### config.mk
export PLATFORM = sky130hd
export DESIGN_NAME = scmix_div
export DESIGN_NICKNAME = d
export VERILOG_FILES = /design/src/hw/rtl/scmix_pkg.sv /design/src/hw/rtl/scmix_div.sv
export SDC_FILE = /design/constraint.sdc
export NUM_CORES = 2
export LEC_CHECK = 0
export BUFFER_PORTS_ARGS = -buffer_cell sky130_fd_sc_hd__buf_2
export CAP_MARGIN = 20
export CORE_AREA = 2 2 460 462
export DETAILED_ROUTE_END_ITERATION = 6
export DIE_AREA = 0 0 462 464
export PLACE_DENSITY = 0.68
export SYNTH_ARGS = -nofsm -noshare
export SYNTH_HDL_FRONTEND = slang
export SYNTH_SLANG_ARGS = --single-unit
### constraint.sdc
create_clock -name clk -period 8.2 [get_ports clk]
set_input_delay 1.64 -clock clk [delete_from_list [all_inputs] [get_ports clk]]
set_output_delay 1.64 -clock clk [all_outputs]
set_load 0.1 [all_outputs]
### src/hw/rtl/scmix_pkg.sv
// ----------------------------------------------------------------------------
// scmix_pkg
// Types, widths and constants shared by the soft-clip mixer modules.
// ----------------------------------------------------------------------------
`default_nettype none

package scmix_pkg;

  localparam int NUM_SOURCES = 4;
  localparam int FULL_SCALE  = 32768;
  localparam int SAMPLE_W    = 16;
  localparam int QBITS       = 30;
  localparam int Q1_W        = QBITS + 1;
  localparam int FS_LOG2     = $clog2(FULL_SCALE);
  localparam int SUM_W       = SAMPLE_W + $clog2(NUM_SOURCES);
  localparam int MAG_W       = SUM_W;
  localparam int Y_W         = MAG_W + 1 + QBITS - FS_LOG2;
  localparam int NFULL_W     = Y_W - QBITS;
  localparam int MAG_MAX     = NUM_SOURCES * (1 << (SAMPLE_W - 1));
  localparam int N_STEPS_RAW = (MAG_MAX * 2) / FULL_SCALE;
  localparam int N_STEPS     = (N_STEPS_RAW > 31) ? 31 : N_STEPS_RAW;
  localparam int N_W         = $clog2(N_STEPS + 1);
  localparam int TERMS       = 20;
  localparam int MAGIC_W     = 31;
  localparam int OUT_MAG_W   = SAMPLE_W - 1;
  localparam int LIMIT       = (FULL_SCALE - 1 > 32767) ? 32767 : FULL_SCALE - 1;

  localparam logic [Q1_W-1:0] QONE = {1'b1, {QBITS{1'b0}}};

  typedef struct packed {
    logic signed [SAMPLE_W-1:0] sample_a;
    logic signed [SAMPLE_W-1:0] sample_b;
    logic signed [SAMPLE_W-1:0] sample_c;
    logic signed [SAMPLE_W-1:0] sample_d;
    logic [NUM_SOURCES-1:0]     source_valid;
    logic                       frame_end;
  } scmix_in_t;

  typedef struct packed {
    logic signed [SAMPLE_W-1:0] mixed_sample;
    logic                       frame_end_out;
  } scmix_out_t;

  // sideband that rides along the datapath with each transaction
  typedef struct packed {
    logic           neg;
    logic           sat;
    logic           frame_end;
    logic [N_W-1:0] n;
  } scmix_side_t;

  // e^-1 in Q30, same truncated series as the datapath
  function automatic logic [Q1_W-1:0] exp_neg_one_q30();
    longint      sum;
    logic [63:0] term;
    int          k;
    sum  = longint'(1) << QBITS;
    term = 64'd1 << QBITS;
    for (k = 1; k <= TERMS; k++) begin
      term = ((term * (64'd1 << QBITS)) >> QBITS) / 64'(k);
      if (k[0]) begin
        sum = sum - longint'(term);
      end else begin
        sum = sum + longint'(term);
      end
    end
    if (sum < 0) begin
      sum = 0;
    end
    if (sum > (longint'(1) << QBITS)) begin
      sum = longint'(1) << QBITS;
    end
    return Q1_W'(sum);
  endfunction

  localparam logic [Q1_W-1:0] E1_Q30 = exp_neg_one_q30();

endpackage

`default_nettype wire

### src/hw/rtl/scmix_div.sv
// ----------------------------------------------------------------------------
// scmix_div
// Pipelined restoring divider for tanh = (1 - u) / (1 + u) in Q30,
// two quotient bits per stage.
// ----------------------------------------------------------------------------
`default_nettype none

module scmix_div (
  input  logic                       clk,
  input  logic                       rst_n,
  input  logic                       en,
  input  logic                       in_valid,
  input  logic [scmix_pkg::Q1_W-1:0] in_u,
  input  scmix_pkg::scmix_side_t     in_side,
  output logic                       out_valid,
  output logic [scmix_pkg::Q1_W-1:0] out_t,
  output scmix_pkg::scmix_side_t     out_side
);
  import scmix_pkg::*;

  localparam int DIV_PER    = 2;
  localparam int QD_W       = ((Q1_W + DIV_PER - 1) / DIV_PER) * DIV_PER;
  localparam int DIV_STAGES = QD_W / DIV_PER;
  localparam int D_W        = Q1_W + 1;
  localparam int NUM_W      = Q1_W + QBITS;

  logic [Q1_W-1:0]  a_num;
  logic [D_W-1:0]   d_in;
  logic [NUM_W-1:0] num_in;

  logic             v_r    [0:DIV_STAGES-1];
  logic [QD_W-1:0]  q_r    [0:DIV_STAGES-1];
  scmix_side_t      side_r [0:DIV_STAGES-1];
  logic [D_W-1:0]   rem_r  [0:DIV_STAGES-2];
  logic [QD_W-1:0]  lo_r   [0:DIV_STAGES-2];
  logic [D_W-1:0]   d_r    [0:DIV_STAGES-2];

  assign a_num  = QONE - in_u;
  assign d_in   = D_W'(QONE) + D_W'(in_u);
  assign num_in = {a_num, {QBITS{1'b0}}};

  genvar s;
  for (s = 0; s < DIV_STAGES; s++) begin : g_stage
    logic            src_v;
    logic [D_W-1:0]  src_rem;
    logic [QD_W-1:0] src_lo;
    logic [QD_W-1:0] src_q;
    logic [D_W-1:0]  src_d;
    scmix_side_t     src_side;
    logic [D_W-1:0]  rem_nxt;
    logic [QD_W-1:0] lo_nxt;
    logic [QD_W-1:0] q_nxt;
    logic [D_W:0]    sh;

    if (s == 0) begin : g_src_in
      assign src_v    = in_valid;
      assign src_rem  = D_W'(num_in >> QD_W);
      assign src_lo   = num_in[QD_W-1:0];
      assign src_q    = '0;
      assign src_d    = d_in;
      assign src_side = in_side;
    end else begin : g_src_prev
      assign src_v    = v_r[s-1];
      assign src_rem  = rem_r[s-1];
      assign src_lo   = lo_r[s-1];
      assign src_q    = q_r[s-1];
      assign src_d    = d_r[s-1];
      assign src_side = side_r[s-1];
    end

    always_comb begin
      rem_nxt = src_rem;
      lo_nxt  = src_lo;
      q_nxt   = src_q;
      sh      = '0;
      for (int b = 0; b < DIV_PER; b++) begin
        sh     = {rem_nxt, lo_nxt[QD_W-1]};
        lo_nxt = lo_nxt << 1;
        if (sh >= {1'b0, src_d}) begin
          sh    = sh - {1'b0, src_d};
          q_nxt = {q_nxt[QD_W-2:0], 1'b1};
        end else begin
          q_nxt = {q_nxt[QD_W-2:0], 1'b0};
        end
        rem_nxt = sh[D_W-1:0];
      end
    end

    always_ff @(posedge clk) begin
      if (!rst_n) begin
        v_r[s] <= 1'b0;
      end else if (en) begin
        v_r[s] <= src_v;
      end
    end

    always_ff @(posedge clk) begin
      if (en) begin
        q_r[s]    <= q_nxt;
        side_r[s] <= src_side;
      end
    end

    if (s < DIV_STAGES - 1) begin : g_carry
      always_ff @(posedge clk) begin
        if (en) begin
          rem_r[s] <= rem_nxt;
          lo_r[s]  <= lo_nxt;
          d_r[s]   <= src_d;
        end
      end
    end
  end

  assign out_valid = v_r[DIV_STAGES-1];
  assign out_t     = Q1_W'(q_r[DIV_STAGES-1]);
  assign out_side  = side_r[DIV_STAGES-1];

endmodule

`default_nettype wire

==> flow_metrics.tcl <==
set metrics [dict create \
    hold_class "flop to flop" \
    drv_cap 0 \
    grt_first_pass_wirelength_um 429000 \
    end_kind "flop" \
    r2r_cells 27 \
    relSlewSlack 0.2966 \
    drt_wl_total_um 281800 \
    ant_nets 0 \
    status "finished clean" \
    root_buffer "clkbuf_16" \
    viasPerCell 5.871 \
    cts_max_level 4 \
    portBuffers 80 \
    synth.largest_area_cell "edfxtp_1" \
    synth_warnings 0 \
    drc_errors 0 \
    synth_area_um2 100200 \
    fin_nets 11146 \
    fin_util 0.5223 \
    grt_max_degree 162 \
    final_common_cell "edfxtp_1" \
    worst_ep_required_time_ps 8750 \
    crit_path_end "rem_r[1][153]$_DFFE_PP_" \
    synth_edf_count 1343 \
    gr-total-overflow 0 \
    netlist_instances 9998 \
    synth-seq-cells 1344 \
    synthToLayoutAreaGrowth_pct 9.010 \
    gp_congestion 0.9673 \
    wl_per_cell_um 21.59 \
    async_reset_ff_frac 0 \
    start_kind "flop" \
    grt_usage 0.2567 \
    crit_type "flop to flop" \
    tritoncts "done" \
    synth_nets 11032 \
    cts_sinks 1344 \
    clk_pin_slew_worst_paths_ps 60 \
    die_h_um 464 \
    firstDrtPassIters 7 \
    final_area_um2 109200 \
    vias 76608 \
    hold_viol 0 \
    synthTopCellsByArea "edfxtp_1 40%, ha_1 12%, mux2_2 5.2%" \
    crit_arrival_ps 8120 \
    drive_gt1_frac 0.09925 \
    fin_crit_sh 0.9230 \
    worstMarginPinSlew_ps 1045 \
    ios 81 \
    syn_area_per_cell_um2 10.02 \
    fp.coreArea_um2 209200 \
    cts_inserted_buffers 157 \
    drtIter0Drc 6450 \
    die_w_um 462 \
    fp-row-count 168 \
    cp_max_fo 30 \
    finClkSkew_ps 42.86 \
    reg2reg_from "d_r[1][97]$_DFFE_PP_" \
    most-common-layout-cells "1343 x edfxtp_1, 977 x ha_1, 867 x a21oi_1" \
    place_area_um2 104000 \
    dieArea_um2 214400 \
    antenna_found_initial 7 \
    start_util 0.4791 \
    min_path_cells 0 \
    dp_hpwl_um 222800 \
    setup_viol 0 \
    synth.distinct_cells 111 \
    cts_buffer_depth 3 \
    fmax_ghz 0.1321 \
    grt_pass1_vias 74789 \
    yosysTopAreaCellShare 0.4025 \
    rrSetupSlack_ps 630 \
    critPathLaunch "d_r[1][97]$_DFFE_PP_" \
    grt_setup_unrepaired "no" \
    ys_seq_area_frac 0.4027 \
    r2r-end "rem_r[1][153]$_DFFE_PP_" \
    slew_viol_final 0 \
    period_needed_ps 7569 \
    tns_ps 0 \
    clkLatencyLatePin_ps 850 \
    synth_ff_type "edfxtp_1" \
]
==> metal layers <==
layer / wire length, µm / global-route usage / vias up
met5: 0 / 0 / -
met4: 11720 / 0.1014 / 0
met3: 13970 / 0.03050 / 537
met2: 138800 / 0.4470 / 2165
met1: 117300 / 0.3223 / 36676
li1: - / - / 37230
==> Yosys cell counts, types with 21 or more instances <==
cell type  number
o21ai_1        27
and2_1         46
nor3_1        154
mux2_4         23
nand4_1       141
edfxtp_1     1343
buf_2          51
a21boi_0       24
nor4_1         45
a221o_1        21
a221oi_1       22
inv_1         786
ha_1          977
a211o_1        31
xor2_1        300
a31o_2         29
or2_2          36
o211ai_1       36
nand3_1       174
nor2_1        670
nor2b_1       136
or3_1          42
a21oi_1       867
and3_1         90
clkbuf_1      119
a31oi_1        93
o21a_1        124
and4_1         22
mux2_2        466
o21bai_1      139
o31ai_1        75
xnor2_1       549
nand2b_1      126
mux2i_1        29
a21o_1        477
nand2_1       658
a211oi_1       61
o21ai_0       602
==> state kept, by name, indices dropped and copies added, names as in the netlist <==
register	count
d_r	480
q_r	256
rem_r	480
side_r	112
v_r	16
==> worst max-delay path, stage by stage, from the launching register on <==
cell       delay [ps]
edfxtp_1          520
inv_1             290
ha_1              300
nor2b_1           130
o21ai_0           260
a21boi_0          170
o21ai_0           270
a21oi_1           190
a41oi_1           720
o21ai_0           420
a2111oi_0         480
nor3_1            130
xor2_1            150
mux2_2            290
ha_1              370
nand3_1           120
nor2_1            240
nand3_1           250
a211oi_1          250
buf_4             170
o21ai_1            90
a21oi_1           210
and2_1            180
nor2b_1           170
o21ai_0           120
nand3_1           160
buf_12            220
mux2_2            390
==> stage by stage <==
step,worst slack [ps],hold WS [ps],std cells
2_1_floorplan,1814,400.3,9998
3_3_place_gp,893.2,400.6,12757
6_report,631.4,387.6,13048
3_5_place_dp,720.7,404.5,12757
4_1_cts,633.5,394.4,13041
5_1_grt,91.31,395.2,13044
==> cell type report <==
type                            instances  area (µm²)
Clock inverter                         96        1125
Inverter                              792        2973
Tap cell                             2805        3510
Antenna cell                            6       15.01
Fill cell                           18692       99920
Multi-Input combinational cell       7658       56030
Clock buffer                          188        4076
Timing Repair Buffer                  159        1159
Sequential cell                      1344       40350
==> logic make-up after synthesis <==
kind of cell	Yosys count	share of synthesized area
AOI/OAI and AO/OA	2863	0.1825
and+or+nand+nor	2426	0.1167
DFF	1344	0.4027
buffers and inverters	996	0.03907
adders and majority gates	992	0.1250
xor gates and xnor gates	849	0.07421
muxes	528	0.05983
==> worst min path at each step <==
stage / startpoint / endpoint / slack (ps)
6_report: side_r[0][14]$_DFFE_PP_ / side_r[0][21]$_DFFE_PP_ / 390
5_1_grt: side_r[0][22]$_DFFE_PP_ / side_r[0][29]$_DFFE_PP_ / 400
4_1_cts: side_r[0][14]$_DFFE_PP_ / side_r[0][21]$_DFFE_PP_ / 390
3_5_place_dp: q_r[1][103]$_DFFE_PP_ / q_r[1][137]$_DFFE_PP_ / 400
3_3_place_gp: q_r[1][33]$_DFFE_PP_ / q_r[1][67]$_DFFE_PP_ / 400
2_1_floorplan: q_r[0][66]$_DFFE_PP_ / q_r[0][100]$_DFFE_PP_ / 400
==> timing repair <==
action / CTS / global route
setup endpoints to repair: 0 / 14
resized for setup: 0 / 1
hold buffers: 0 / 0
setup buffers: 0 / 0
Power is left out: the tool's default activity adds up to more than one toggle a clock period on the data nets, which glitch-free logic cannot reach.
